==> config.mk <==
export PLATFORM = sky130hd
export DESIGN_NAME = smoothed_meter_needle_angle_flat
export DESIGN_NICKNAME = d
export VERILOG_FILES = /design/src/hw/rtl/smna_pkg.sv /design/src/hw/rtl/smna_channels.sv /design/src/hw/rtl/smoothed_meter_needle_angle.sv /design/src/hw/rtl/smna_front.sv /design/src/hw/rtl/smna_queue.sv /design/src/hw/rtl/smna_back.sv /design/src/flat_wrapper.sv
export VERILOG_INCLUDE_DIRS = /design/src /design/src/hw/rtl
export SDC_FILE = /design/constraint.sdc
export NUM_CORES = 2
export LEC_CHECK = 0
export ABC_AREA = 1
export BUFFER_PORTS_ARGS = -buffer_cell sky130_fd_sc_hd__clkbuf_2
export CORE_MARGIN = 1.5
export CORE_UTILIZATION = 37
export CTS_CLUSTER_DIAMETER = 80
export CTS_CLUSTER_SIZE = 12
export DETAILED_ROUTE_END_ITERATION = 6
export GPL_TIMING_DRIVEN = 0
export SLEW_MARGIN = 40
export SYNTH_ARGS = -nofsm -noshare
export SYNTH_HDL_FRONTEND = slang
export SYNTH_HIERARCHICAL = 1
export SYNTH_SLANG_ARGS = --single-unit
==> constraint.sdc <==
create_clock -name clock -period 12.9 [get_ports clock]
set_clock_uncertainty 0.1 [all_clocks]
set_input_delay 1.29 -clock clock [delete_from_list [all_inputs] [get_ports clock]]
set_output_delay 1.29 -clock clock [all_outputs]
set_load 0.01 [all_outputs]
==> src/hw/rtl/smoothed_meter_needle_angle_defines.svh <==
// Assertion shorthands shared by the meter needle RTL.
// Each macro expects signals named clock and reset in the using module.
`ifndef SMOOTHED_METER_NEEDLE_ANGLE_DEFINES_SVH
`define SMOOTHED_METER_NEEDLE_ANGLE_DEFINES_SVH

// Condition must hold at every clock edge out of reset.
`define SMNA_ASSERT_ALWAYS(label, cond, msg) \
   label: assert property (@(posedge clock) disable iff (reset) (cond)) \
      else $error(msg);

// Consequent must hold in the same cycle as the antecedent.
`define SMNA_ASSERT_SAME(label, ante, cons, msg) \
   label: assert property (@(posedge clock) disable iff (reset) (ante) |-> (cons)) \
      else $error(msg);

// Consequent must hold in the cycle after the antecedent.
`define SMNA_ASSERT_NEXT(label, ante, cons, msg) \
   label: assert property (@(posedge clock) disable iff (reset) (ante) |=> (cons)) \
      else $error(msg);

`endif

==> src/hw/rtl/smna_pkg.sv <==
`timescale 1ns / 1ps
package smna_pkg;

   localparam int unsigned HALF_W          = 16;
   localparam int unsigned LEVEL_W         = 24;
   localparam int unsigned PAD_W           = LEVEL_W - HALF_W;
   localparam int unsigned ALPHA_W         = 17;
   localparam int unsigned FRAC_W          = 16;
   localparam int unsigned PROD_W          = LEVEL_W + 1 + ALPHA_W;
   localparam int unsigned COUNT_W         = 4;
   localparam int unsigned CSR_IDX_W       = 3;
   localparam int unsigned CSR_DATA_W      = 64;
   localparam int unsigned HALVES_PER_WORD = 4;
   localparam int unsigned QUOT_W          = 16;
   localparam int unsigned STEP_W          = $clog2(QUOT_W);
   // depth must stay a power of two: pointers wrap naturally
   localparam int unsigned QUEUE_DEPTH     = 2;
   localparam int unsigned QPTR_W          = $clog2(QUEUE_DEPTH);
   localparam int unsigned QCNT_W          = $clog2(QUEUE_DEPTH + 1);

   localparam logic [ALPHA_W-1:0] ALPHA_ONE = ALPHA_W'(65536);

   typedef enum logic [CSR_IDX_W-1:0] {
      CSR_ALPHA       = 3'd0,
      CSR_POINT_COUNT = 3'd1,
      CSR_LEVELS_LO   = 3'd2,
      CSR_LEVELS_HI   = 3'd3,
      CSR_ANGLES_LO   = 3'd4,
      CSR_ANGLES_HI   = 3'd5
   } csr_index_type;

   typedef logic signed [HALF_W-1:0] half_type;

   typedef struct packed {
      half_type db;
      logic     changed;
   } smna_item_type;

   typedef enum logic [1:0] {
      F_IDLE,
      F_MUL,
      F_PUSH
   } front_state_type;

   typedef enum logic [2:0] {
      B_IDLE,
      B_FIRST,
      B_LAST,
      B_SCAN,
      B_MUL,
      B_DIV,
      B_ADD,
      B_OUT
   } back_state_type;

endpackage

==> src/hw/rtl/smna_channels.sv <==
`timescale 1ns / 1ps
interface smna_req_if
   import smna_pkg::*;
();
   logic     valid;
   logic     ready;
   half_type target_db;
   logic     snap;

   modport source (output valid, output target_db, output snap, input ready);
   modport sink   (input valid, input target_db, input snap, output ready);
endinterface

interface smna_rsp_if
   import smna_pkg::*;
();
   logic     valid;
   logic     ready;
   half_type smoothed_db;
   half_type angle_deg;
   logic     changed;

   modport source (output valid, output smoothed_db, output angle_deg, output changed,
                   input ready);
   modport sink   (input valid, input smoothed_db, input angle_deg, input changed,
                   output ready);
endinterface

==> src/hw/rtl/smoothed_meter_needle_angle.sv <==
`timescale 1ns / 1ps
// Meter needle: smooth a target dB level and map it to a needle angle.
// req_bus carries one word per meter tick (target_db Q8.8, snap); rsp_bus
// returns one word per tick (smoothed_db Q8.8, angle_deg Q10.6, changed).
// Both are valid/ready channels; a word moves when valid and ready are high.
// The csr_ port writes one register per cycle when csr_we is high; write it
// only while no tick is in flight.
// The front end takes a tick, multiplies by alpha, and hands the new level
// to a two-word queue; it takes no new tick until that level is pushed.
// The back end interpolates: clamped or empty tables skip the breakpoint
// scan, while an interpolated tick scans the breakpoints and then runs the
// 16-step restoring divider.
// While rsp_bus stalls, the back end holds its result and the front end keeps
// taking ticks until the queue fills, then drops req_bus.ready.
// Synchronous reset clears the level to zero, alpha to one (follow at once),
// the point count and all breakpoints to zero, and empties the queue.
module smoothed_meter_needle_angle
   import smna_pkg::*;
#(
   parameter int unsigned MAX_POINTS = 8
)
(
   input  logic                  clock,
   input  logic                  reset,
   input  logic                  csr_we,
   input  logic [CSR_IDX_W-1:0]  csr_index,
   input  logic [CSR_DATA_W-1:0] csr_wdata,
   smna_req_if.sink              req_bus,
   smna_rsp_if.source            rsp_bus
);

   // points reachable from the first packed word
   localparam int unsigned LO_POINTS =
      (MAX_POINTS < HALVES_PER_WORD) ? MAX_POINTS : HALVES_PER_WORD;

   logic [ALPHA_W-1:0] alpha_ff;
   logic [COUNT_W-1:0] point_count_ff;
   half_type           level_ff [MAX_POINTS];
   half_type           angle_ff [MAX_POINTS];

   logic               push_valid;
   logic               push_ready;
   smna_item_type      push_item;
   logic               pop_valid;
   logic               pop_ready;
   smna_item_type      pop_item;

   // register file: unpack each 64-bit table word into four breakpoint halves,
   // drop halves beyond the table, ignore unknown indexes
   always_ff @(posedge clock) begin
      if (reset) begin
         alpha_ff       <= ALPHA_ONE;
         point_count_ff <= '0;
         for (int p = 0; p < MAX_POINTS; p++) begin
            level_ff[p] <= '0;
            angle_ff[p] <= '0;
         end
      end else if (csr_we) begin
         case (csr_index)
            CSR_ALPHA: begin
               alpha_ff <= csr_wdata[ALPHA_W-1:0];
            end
            CSR_POINT_COUNT: begin
               point_count_ff <= csr_wdata[COUNT_W-1:0];
            end
            CSR_LEVELS_LO: begin
               for (int p = 0; p < LO_POINTS; p++)
                  level_ff[p] <= csr_wdata[p*HALF_W +: HALF_W];
            end
            CSR_LEVELS_HI: begin
               for (int p = HALVES_PER_WORD; p < MAX_POINTS; p++)
                  level_ff[p] <= csr_wdata[(p-HALVES_PER_WORD)*HALF_W +: HALF_W];
            end
            CSR_ANGLES_LO: begin
               for (int p = 0; p < LO_POINTS; p++)
                  angle_ff[p] <= csr_wdata[p*HALF_W +: HALF_W];
            end
            CSR_ANGLES_HI: begin
               for (int p = HALVES_PER_WORD; p < MAX_POINTS; p++)
                  angle_ff[p] <= csr_wdata[(p-HALVES_PER_WORD)*HALF_W +: HALF_W];
            end
            default: ;
         endcase
      end
   end

   // front end: accept the tick and advance the smoothed level
   smna_front u_front (
      .clock      (clock),
      .reset      (reset),
      .alpha      (alpha_ff),
      .req_bus    (req_bus),
      .push_valid (push_valid),
      .push_ready (push_ready),
      .push_item  (push_item)
   );

   // short queue: lets the front end run ahead while the mapping is busy
   smna_queue u_queue (
      .clock      (clock),
      .reset      (reset),
      .push_valid (push_valid),
      .push_ready (push_ready),
      .push_item  (push_item),
      .pop_valid  (pop_valid),
      .pop_ready  (pop_ready),
      .pop_item   (pop_item)
   );

   // back end: clamp, scan breakpoints, interpolate, hold the response
   smna_back #(
      .MAX_POINTS (MAX_POINTS)
   ) u_back (
      .clock       (clock),
      .reset       (reset),
      .point_count (point_count_ff),
      .levels      (level_ff),
      .angles      (angle_ff),
      .pop_valid   (pop_valid),
      .pop_ready   (pop_ready),
      .pop_item    (pop_item),
      .rsp_bus     (rsp_bus)
   );

endmodule

==> src/hw/rtl/smna_front.sv <==
`timescale 1ns / 1ps
`include "smoothed_meter_needle_angle_defines.svh"
module smna_front
   import smna_pkg::*;
(
   input  logic               clock,
   input  logic               reset,
   input  logic [ALPHA_W-1:0] alpha,
   smna_req_if.sink           req_bus,
   output logic               push_valid,
   input  logic               push_ready,
   output smna_item_type      push_item
);

   front_state_type state_ff, state_in;

   half_type                  tgt_ff;
   logic                      snap_ff;
   logic signed [LEVEL_W-1:0] level_ff, level_in;
   logic signed [LEVEL_W:0]   diff;
   logic signed [ALPHA_W-1:0] weight;
   logic signed [PROD_W-1:0]  prod_ff;
   logic                      accept;
   logic                      push_fire;
   logic                      follow;

   assign accept    = req_bus.valid && req_bus.ready;
   assign push_fire = push_valid && push_ready;

   // snap, or alpha at or above one, copies the target
   assign follow = snap_ff || alpha[ALPHA_W-1];
   assign weight = $signed({1'b0, alpha[FRAC_W-1:0]});
   assign diff   = $signed({tgt_ff[HALF_W-1], tgt_ff, {PAD_W{1'b0}}})
                 - $signed({level_ff[LEVEL_W-1], level_ff});

   // arithmetic shift of the product floors the step
   always_comb begin
      if (follow) begin
         level_in = $signed({tgt_ff, {PAD_W{1'b0}}});
      end else begin
         level_in = level_ff + $signed(prod_ff[FRAC_W +: LEVEL_W]);
      end
   end

   assign push_item.db      = level_in[LEVEL_W-1 -: HALF_W];
   assign push_item.changed = (level_in != level_ff);

   always_comb begin
      state_in = state_ff;
      case (state_ff)
         F_IDLE: begin
            if (accept) state_in = F_MUL;
         end
         F_MUL: begin
            state_in = F_PUSH;
         end
         F_PUSH: begin
            if (push_ready) state_in = F_IDLE;
         end
         default: begin
            state_in = F_IDLE;
         end
      endcase
   end

   always_comb begin
      req_bus.ready = 1'b0;
      push_valid    = 1'b0;
      case (state_ff)
         F_IDLE:  req_bus.ready = 1'b1;
         F_PUSH:  push_valid    = 1'b1;
         default: ;
      endcase
   end

   always_ff @(posedge clock) begin
      if (reset) begin
         state_ff <= F_IDLE;
         level_ff <= '0;
      end else begin
         state_ff <= state_in;
         if (push_fire) level_ff <= level_in;
      end
   end

   always_ff @(posedge clock) begin
      if (accept) begin
         tgt_ff  <= req_bus.target_db;
         snap_ff <= req_bus.snap;
      end
      if (state_ff == F_MUL) prod_ff <= diff * weight;
   end

   `SMNA_ASSERT_NEXT(a_level_holds, !push_fire, $stable(level_ff), "level moved without push")

endmodule

==> src/hw/rtl/smna_queue.sv <==
`timescale 1ns / 1ps
`include "smoothed_meter_needle_angle_defines.svh"
module smna_queue
   import smna_pkg::*;
(
   input  logic          clock,
   input  logic          reset,
   input  logic          push_valid,
   output logic          push_ready,
   input  smna_item_type push_item,
   output logic          pop_valid,
   input  logic          pop_ready,
   output smna_item_type pop_item
);

   smna_item_type     slot_ff [QUEUE_DEPTH];
   logic [QPTR_W-1:0] wr_ptr_ff;
   logic [QPTR_W-1:0] rd_ptr_ff;
   logic [QCNT_W-1:0] count_ff, count_in;
   logic              push_fire;
   logic              pop_fire;

   assign push_ready = (count_ff != QCNT_W'(QUEUE_DEPTH));
   assign pop_valid  = (count_ff != '0);
   assign pop_item   = slot_ff[rd_ptr_ff];
   assign push_fire  = push_valid && push_ready;
   assign pop_fire   = pop_valid && pop_ready;

   always_comb begin
      case ({push_fire, pop_fire})
         2'b10:   count_in = count_ff + 1'b1;
         2'b01:   count_in = count_ff - 1'b1;
         default: count_in = count_ff;
      endcase
   end

   always_ff @(posedge clock) begin
      if (reset) begin
         wr_ptr_ff <= '0;
         rd_ptr_ff <= '0;
         count_ff  <= '0;
      end else begin
         count_ff <= count_in;
         if (push_fire) wr_ptr_ff <= wr_ptr_ff + 1'b1;
         if (pop_fire)  rd_ptr_ff <= rd_ptr_ff + 1'b1;
      end
   end

   always_ff @(posedge clock) begin
      if (push_fire) slot_ff[wr_ptr_ff] <= push_item;
   end

   `SMNA_ASSERT_ALWAYS(a_count_bound, count_ff <= QCNT_W'(QUEUE_DEPTH), "queue overfilled")
   `SMNA_ASSERT_NEXT(a_push_visible, (count_ff == '0) && push_fire, pop_valid, "pushed word lost")

endmodule

==> src/hw/rtl/smna_back.sv <==
`timescale 1ns / 1ps
`include "smoothed_meter_needle_angle_defines.svh"
module smna_back
   import smna_pkg::*;
#(
   parameter int unsigned MAX_POINTS = 8
)
(
   input  logic               clock,
   input  logic               reset,
   input  logic [COUNT_W-1:0] point_count,
   input  half_type           levels [MAX_POINTS],
   input  half_type           angles [MAX_POINTS],
   input  logic               pop_valid,
   output logic               pop_ready,
   input  smna_item_type      pop_item,
   smna_rsp_if.source         rsp_bus
);

   localparam int unsigned IDX_W = $clog2(MAX_POINTS);
   localparam int unsigned CNT_W = $clog2(MAX_POINTS + 1);

   back_state_type state_ff, state_in;

   half_type           db_ff;
   logic               changed_ff;
   half_type           res_ff;
   half_type           lo_level_ff;
   half_type           lo_angle_ff;
   logic [IDX_W-1:0]   idx_ff;
   logic [HALF_W-1:0]  dl_ff;
   logic [HALF_W-1:0]  span_ff;
   logic signed [HALF_W:0] da_ff;
   logic [HALF_W-1:0]  rem_ff;
   logic [HALF_W-1:0]  quo_ff;
   logic               neg_ff;
   logic [STEP_W-1:0]  step_ff;

   logic [CNT_W-1:0]   n_eff;
   logic [IDX_W-1:0]   last_idx;
   logic [IDX_W-1:0]   rd_addr;
   half_type           rd_level;
   half_type           rd_angle;
   logic               db_le;
   logic               db_ge;
   logic               none;
   logic               pop_fire;
   logic               div_last;
   logic               take;
   logic signed [HALF_W:0] lo_gap;
   logic signed [HALF_W:0] level_gap;
   logic signed [HALF_W:0] angle_gap;
   logic [HALF_W:0]    angle_mag;
   logic [2*HALF_W-1:0] prod;
   logic [HALF_W+1:0]  trial;
   logic [HALF_W-1:0]  shifted;
   logic signed [HALF_W:0] q_signed;
   logic signed [HALF_W:0] angle_sum;

   // clamp the point count to the table size
   always_comb begin
      if (point_count > COUNT_W'(MAX_POINTS)) n_eff = CNT_W'(MAX_POINTS);
      else                                    n_eff = point_count[CNT_W-1:0];
   end

   assign last_idx = IDX_W'(n_eff - 1'b1);
   assign none     = (n_eff == '0);
   assign rd_level = levels[rd_addr];
   assign rd_angle = angles[rd_addr];
   assign db_le    = ($signed(db_ff) <= $signed(rd_level));
   assign db_ge    = ($signed(db_ff) >= $signed(rd_level));
   assign pop_fire = pop_valid && pop_ready;
   assign div_last = (step_ff == STEP_W'(QUOT_W - 1));

   assign lo_gap    = $signed({db_ff[HALF_W-1], db_ff})
                    - $signed({lo_level_ff[HALF_W-1], lo_level_ff});
   assign level_gap = $signed({rd_level[HALF_W-1], rd_level})
                    - $signed({lo_level_ff[HALF_W-1], lo_level_ff});
   assign angle_gap = $signed({rd_angle[HALF_W-1], rd_angle})
                    - $signed({lo_angle_ff[HALF_W-1], lo_angle_ff});

   // divide the magnitude, restore the sign afterwards (truncates toward zero)
   assign angle_mag = da_ff[HALF_W] ? (HALF_W+1)'(-da_ff) : da_ff;
   assign prod      = dl_ff * angle_mag[HALF_W-1:0];
   assign trial     = {1'b0, rem_ff, quo_ff[HALF_W-1]} - {2'b00, span_ff};
   assign take      = !trial[HALF_W+1];
   assign shifted   = {rem_ff[HALF_W-2:0], quo_ff[HALF_W-1]};
   assign q_signed  = neg_ff ? -$signed({1'b0, quo_ff}) : $signed({1'b0, quo_ff});
   assign angle_sum = $signed({lo_angle_ff[HALF_W-1], lo_angle_ff}) + q_signed;

   always_comb begin
      state_in = state_ff;
      case (state_ff)
         B_IDLE: begin
            if (pop_valid) state_in = B_FIRST;
         end
         B_FIRST: begin
            if (none || db_le) state_in = B_OUT;
            else               state_in = B_LAST;
         end
         B_LAST: begin
            if (db_ge) state_in = B_OUT;
            else       state_in = B_SCAN;
         end
         B_SCAN: begin
            if (db_le) state_in = B_MUL;
         end
         B_MUL: begin
            state_in = B_DIV;
         end
         B_DIV: begin
            if (div_last) state_in = B_ADD;
         end
         B_ADD: begin
            state_in = B_OUT;
         end
         B_OUT: begin
            if (rsp_bus.ready) state_in = B_IDLE;
         end
         default: begin
            state_in = B_IDLE;
         end
      endcase
   end

   always_comb begin
      pop_ready     = 1'b0;
      rsp_bus.valid = 1'b0;
      rd_addr       = idx_ff;
      case (state_ff)
         B_IDLE:  pop_ready     = 1'b1;
         B_FIRST: rd_addr       = IDX_W'(0);
         B_LAST:  rd_addr       = last_idx;
         B_OUT:   rsp_bus.valid = 1'b1;
         default: ;
      endcase
   end

   assign rsp_bus.smoothed_db = db_ff;
   assign rsp_bus.angle_deg   = res_ff;
   assign rsp_bus.changed     = changed_ff;

   always_ff @(posedge clock) begin
      if (reset) state_ff <= B_IDLE;
      else       state_ff <= state_in;
   end

   always_ff @(posedge clock) begin
      case (state_ff)
         B_IDLE: begin
            if (pop_fire) begin
               db_ff      <= pop_item.db;
               changed_ff <= pop_item.changed;
            end
         end
         B_FIRST: begin
            if (none)       res_ff <= '0;
            else if (db_le) res_ff <= rd_angle;
            lo_level_ff <= rd_level;
            lo_angle_ff <= rd_angle;
            idx_ff      <= IDX_W'(1);
         end
         B_LAST: begin
            if (db_ge) res_ff <= rd_angle;
         end
         B_SCAN: begin
            if (db_le) begin
               dl_ff   <= lo_gap[HALF_W-1:0];
               span_ff <= level_gap[HALF_W-1:0];
               da_ff   <= angle_gap;
            end else begin
               lo_level_ff <= rd_level;
               lo_angle_ff <= rd_angle;
               idx_ff      <= idx_ff + 1'b1;
            end
         end
         B_MUL: begin
            rem_ff  <= prod[2*HALF_W-1:HALF_W];
            quo_ff  <= prod[HALF_W-1:0];
            neg_ff  <= da_ff[HALF_W];
            step_ff <= '0;
         end
         B_DIV: begin
            rem_ff  <= take ? trial[HALF_W-1:0] : shifted;
            quo_ff  <= {quo_ff[HALF_W-2:0], take};
            step_ff <= step_ff + 1'b1;
         end
         B_ADD: begin
            res_ff <= angle_sum[HALF_W-1:0];
         end
         default: ;
      endcase
   end

   `SMNA_ASSERT_SAME(a_rem_below_span, state_ff == B_DIV, rem_ff < span_ff, "remainder not below span")

endmodule
==> src/flat_wrapper.sv <==
// flat-port wrapper written by rule: the top's interface ports become plain ports
module smoothed_meter_needle_angle_flat import smna_pkg::*;
#(
   parameter int unsigned MAX_POINTS = 8
)
  (clock, reset, csr_we, csr_index, csr_wdata, req_bus_valid, req_bus_target_db, req_bus_snap, req_bus_ready, rsp_bus_valid, rsp_bus_smoothed_db, rsp_bus_angle_deg, rsp_bus_changed, rsp_bus_ready);
  smna_req_if req_bus_i ();
  smna_rsp_if rsp_bus_i ();
  input  logic clock;
  input  logic reset;
  input  logic csr_we;
  input  logic [CSR_IDX_W-1:0] csr_index;
  input  logic [CSR_DATA_W-1:0] csr_wdata;
  input wire logic [$bits(req_bus_i.valid)-1:0] req_bus_valid;
  input wire logic [$bits(req_bus_i.target_db)-1:0] req_bus_target_db;
  input wire logic [$bits(req_bus_i.snap)-1:0] req_bus_snap;
  output wire logic [$bits(req_bus_i.ready)-1:0] req_bus_ready;
  output wire logic [$bits(rsp_bus_i.valid)-1:0] rsp_bus_valid;
  output wire logic [$bits(rsp_bus_i.smoothed_db)-1:0] rsp_bus_smoothed_db;
  output wire logic [$bits(rsp_bus_i.angle_deg)-1:0] rsp_bus_angle_deg;
  output wire logic [$bits(rsp_bus_i.changed)-1:0] rsp_bus_changed;
  input wire logic [$bits(rsp_bus_i.ready)-1:0] rsp_bus_ready;
  assign req_bus_i.valid = req_bus_valid;
  assign req_bus_i.target_db = req_bus_target_db;
  assign req_bus_i.snap = req_bus_snap;
  assign req_bus_ready = req_bus_i.ready;
  assign rsp_bus_valid = rsp_bus_i.valid;
  assign rsp_bus_smoothed_db = rsp_bus_i.smoothed_db;
  assign rsp_bus_angle_deg = rsp_bus_i.angle_deg;
  assign rsp_bus_changed = rsp_bus_i.changed;
  assign rsp_bus_i.ready = rsp_bus_ready;
  smoothed_meter_needle_angle #(.MAX_POINTS(MAX_POINTS)) u_core (.clock(clock), .reset(reset), .csr_we(csr_we), .csr_index(csr_index), .csr_wdata(csr_wdata), .req_bus(req_bus_i), .rsp_bus(rsp_bus_i));
endmodule
# Yosys cells after proc, flatten, opt, wreduce, memory -nomap -nowiden
# Memory sizes are Yosys's and may differ from the RTL's. A register that Yosys moved wholly into a read port is not among the register bits.
# Index checks and enable logic that the tools add are counted.
[classes]
multipliers = 2
magnitude_cmp = 4
eq_ne = 28
bitwise_logic = 1
addsub = 16
reduce_logical = 27
n_mux = 42
[op_table]
columns = ["cell", "n"]
rows = [
  ["$mux 16", 12],
  ["$pmux 16 s2", 4],
  ["$bmux 16 s3", 2],
  ["$pmux 16 s3", 1],
  ["$mul 25x17->40", 1],
  ["$mul 16x16->32", 1],
  ["$neg 16->16", 2],
  ["$sub 16x16->16", 2],
  ["$sub 24x24->25", 1],
  ["$add 24x24->24", 1],
  ["$mux 24", 1],
  ["$ne 24x24->1", 1],
  ["$pmux 3 s8", 1],
  ["$mux 3", 7],
  ["$reduce_and 2->1", 10],
  ["$eq 3x3->1 const B", 6],
  ["$sub 17x16->18", 1],
  ["$sub 16x16->17", 1],
  ["$add 16x16->16", 1],
  ["$ge 16x16->1", 1],
  ["$le 16x16->1", 1],
  ["$ne 2x2->1 const B", 8],
  ["$eq 3x2->1 const B", 4],
  ["$pmux 3 s2", 2],
  ["other kinds (31)", 48],
]
[word_totals]
regBits = 504
memories = 1
ramBits = 34
output_inout_bits = 35
[memory_table]
columns = ["name", "depth", "width", "rd", "rd_clocked_by_memory_dff", "wr", "line", "rtl"]
rows = [
  ["u_core.u_queue.slot_ff", 2, 17, 1, 1, 1, "smna_queue.sv:16", "smna_item_type slot_ff [QUEUE_DEPTH];"],
]

# Logic depth before layout (Yosys ltp)
[depth]
depth_word = 12
depth_mapped = 38
ltp_nobuf = 36

# Hierarchy
# Netlist, hierarchy kept.
[by_module_without_submodules]
columns = ["mod", "area_each_um2", "instances", "cells_each", "seq_area_each_um2"]
rows = [
  ["smna_back", 21221.6, 1, 2754, 4684.5],
  ["smna_front", 20056.7, 1, 2697, 1751.7],
  ["smoothed_meter_needle_angle", 10911.7, 1, 1584, 5545.3],
  ["smna_queue", 1525.2, 1, 91, 1121.1],
]

# Worst setup path after synthesis
# OpenSTA, ideal clock, no wires.
[synth_timing]
path_type = "register to register"
from = "register u_core.u_front.level_ff[14]"
to = "register u_core.u_front.prod_ff[29], data pin"
setup_ns = 0.260
stages_incl_launch_ff = 33
path_slack_ns = 5.951
path_buffers = 1
t_arrival_ns = 6.589
required_ns = 12.540
path_cell_list = "dfxtp_1 > inv_1 > ha_1 > a21oi_1 > inv_1 > a31oi_1 > o21ai_1 > a21oi_2 > o31ai_1 > or2_2 > buf_4 > nand2_2 > nor2_1 > fa_1 > inv_1 > fa_1 > fa_1 > inv_1 > fa_1 > fa_1 > inv_1 > fa_1 > inv_1 > ha_1 > nand2_1 > nor2_1 > nand2_1 > nor2_1 > a21oi_1 > o21ai_0 > nand2_1 > nand2_1 > xor2_1"
[synth_via]
elab_chain_len = 2
[synth_rtl]
columns = ["element", "line", "rtl"]
rows = [
  ["start: declaration", "smna_front.sv:19", "logic signed [LEVEL_W-1:0] level_ff, level_in;"],
  ["start signal: assignment", "smna_front.sv:82", "if (push_fire) level_ff <= level_in;"],
  ["$sub 24x24->25", "smna_front.sv:34", "- $signed({level_ff[LEVEL_W-1], level_ff});"],
  ["$mul 25x17->40", "smna_front.sv:91", "if (state_ff == F_MUL) prod_ff <= diff * weight;"],
  ["end signal: assignment", "smna_front.sv:91", ""],
  ["end: declaration", "smna_front.sv:22", "logic signed [PROD_W-1:0] prod_ff;"],
]
# Every way passes these cells.
# A chain may end at the register's enable or synchronous reset.

# Worst setup path in the final report
[layout_timing]
from = "register u_core.u_front.level_ff[21]"
to = "register u_core.u_front.prod_ff[38], data pin"
# The elaborated chain is that of the path after synthesis.

==> metrics.txt <==
clock latency on the worst-skew pair=0.67 ns; crit path max fanout=10; first-pass GRT wire length=277000 um; Slowest cell on crit path=a211oi_1; clock transition at the registers of the reported paths=0.07 ns; Seq/Total Area, Yosys=24.4%; Routed Wire Length=183000 um; layout cells sized above 1=6.88%; die height=384 um; Synth area leaders=fa_1 (21%), edfxtp_1 (13%), dfxtp_1 (12%); Post-DRT Antenna Nets=0; met2 WL=83700 um; Synth area leader=fa_1; nets=8312; via/cell ratio=5.10; Initial Util=37.3%; GP Congestion=0.965; final slew viol count=0; # fillers=14961; Achievable Freq=0.113 GHz; final instance area=58500 um^2; CORE AREA=144000 um^2; Worst Tran Pin Value=0.894 ns; hold buffers post-CTS=0; Setup violations, final=0; Hold WC Path Type=reg -> reg; Resized Gates After CTS=0; Critical Path End Type=flop; Worst Path Arrival=9.06 ns; mean area per synthesized cell=7.54 um^2; Final Hold Vio Count=0; Gate Count Post-Synth=7126; Synth warnings=6; Cell Area, Synth=53700 um^2; Adder-Cell Fraction of Synth Area=29.2%; xor/xnor share of the synthesized area=2.32%; first-pass iteration count of the detailed router=6; post-synthesis compound-gate area fraction=7.37%; Leak=28.2 nW; Synth cell types=62; post-place setup slack=4.19 ns; Setup TNS=0 ns; Tot GR Track Use=24.7%; RSZ-0062 raised after global routing=no; Die X=384 um; I/O pin cnt=124; fin crit share=68.3%; DRT iter0 DRCs=3829; area of the multi-input gates=34500 um^2; Placed Cells=9157; minimum clock period=8.81 ns; met3 routed WL=12700 um; synthesized flop and latch total=540; Power Density=257 nW/um^2; DRC=0; global route overflow=0; Peak supply drop=383 uV; CP peak stage delay=0.60 ns; Fin Hold WS=0.378 ns; CTS Buf Count=54; vias in the first global route=46457; commonest non-fill, non-tap cell in the layout=nand2_1; Root Driver=clkbuf_16; outcome=completed; largest net degree at the start of global routing=36; IO buf count=123; Top Metal Used=met5; Rows=139; Pwr Total=15.0 mW; Max Cap Violations=0; drt wl/cell=19.7 um; DP Area=56900 um^2; most frequent cells in the layout=nand2_1 (1345), inv_1 (1242), nor2_1 (1196); via count=47205; slew margin rel.=40.4%; Critical Path RT=13.15 ns; Startpoint Class=flop; CTS Sinks=540; initial antenna violation count=5; CTS tree=built; number of setup buffers added after CTS=0; main combinational cell family by area after synthesis=adder cells; post-synth top area share=21.2%; met1 wire length=77000 um; final setup margin=4.09 ns; clk buf depth=3; final core occ=40.7%; post-synth net total=8128; Crit Path Class=reg -> reg; fin cells=9249; post-synthesis mux area share=0.426%; CTS H-tree lvls=2; Area Overhead vs Synth=8.86%; Synth Area in Simple Gates=24.8%; DP Wirelength=150000 um; register area=13100 um^2; area of the die=147000 um^2
critical path, delay by kind of cell, from the launching register on:
kind | cells | cell delay, ns
and+or+nand+nor | 9 | 1.50
xor gates and xnor gates | 2 | 0.71
DFF | 1 | 0.37
buffers and inverters | 7 | 0.69
adders and majority gates | 8 | 3.79
AOI/OAI and AO/OA | 3 | 1.35
area by class of cell:
class	instances	area share [%]
plain buffers	281	2.33
inverters	1282	8.24
well taps	1903	4.07
multi-input cells	5023	59.0
diodes	6	0.0257
flip-flops and latches	540	22.4
repair buffers	128	1.16
clock inverters	7	0.163
clock buffers	79	2.56
routing by layer:
metal,track usage (%),up-vias
met5,0,-
met4,10.7,4
met3,3.59,383
met2,40.5,1730
met1,32.3,22687
li1,-,22401
Yosys cell counts (all sizes together):
| cell type | instances |
|---|---|
| nand2 | 1358 |
| inv | 1271 |
| nor2 | 1213 |
| fa | 570 |
| nand3 | 503 |
| ha | 343 |
| o21ai | 327 |
| dfxtp | 311 |
| a21oi | 235 |
| edfxtp | 229 |
| buf | 155 |
| clkbuf | 126 |
| xor2 | 80 |
| xnor2 | 60 |
| or2 | 57 |
| nor3 | 41 |
| nand4 | 38 |
| o22ai | 30 |
| o211ai | 29 |
| a21o | 19 |
| mux2 | 17 |
| a31oi | 16 |
| and2 | 15 |
| a21boi | 12 |
| o21bai | 12 |
| o31ai | 12 |
| clkinv | 11 |
| nand3b | 8 |
| nor4 | 8 |
| a211oi | 3 |
| a221oi | 3 |
| o21a | 3 |
| a211o | 2 |
| a31o | 2 |
| o41ai | 2 |
| a311oi | 1 |
| nor3b | 1 |
| o2111ai | 1 |
| o211a | 1 |
| or3 | 1 |
report_power, final:
part	switching, mW	total (mW)	internal [mW]
combinational	7.20	10.8	3.63
clock	0.712	1.52	0.805
sequential	0.175	2.67	2.49
cell families after synthesis:
logic type               Yosys count
AND/OR/NAND/NOR                 3243
buffers and inverters           1563
adder cells (fa/ha/maj)          913
AO/OA/AOI/OAI                    710
flip-flops                       540
XOR/XNOR                         140
multiplexers                      17
sequential cells by signal (all words and copies together), names as in the netlist, 17 cells and up, named ones only:
name,count
u_core/angle_ff,128
u_core/level_ff,128
u_core/u_queue/slot_ff,34
u_core/u_front/level_ff,24
u_core/u_front/prod_ff,24
u_core/alpha_ff,17
u_core/u_back/da_ff,17
path summary, 6_finish.rpt:
check / from / end / slack, ns / cells after the start
min: u_core/angle_ff[37]$_SDFFE_PP0P_ / u_core/angle_ff[37]$_SDFFE_PP0P_ / 0.38 / 2
min reg2reg: u_core/angle_ff[37]$_SDFFE_PP0P_ / u_core/angle_ff[37]$_SDFFE_PP0P_ / 0.38 / 2
max: u_core/u_front/level_ff[21]$_SDFFE_PP0P_ / u_core/u_front/prod_ff[38]$_DFFE_PN_ / 4.09 / 29
max reg2reg: u_core/u_front/level_ff[21]$_SDFFE_PP0P_ / u_core/u_front/prod_ff[38]$_DFFE_PN_ / 4.09 / 29
(Power assumes the default switching activity.)
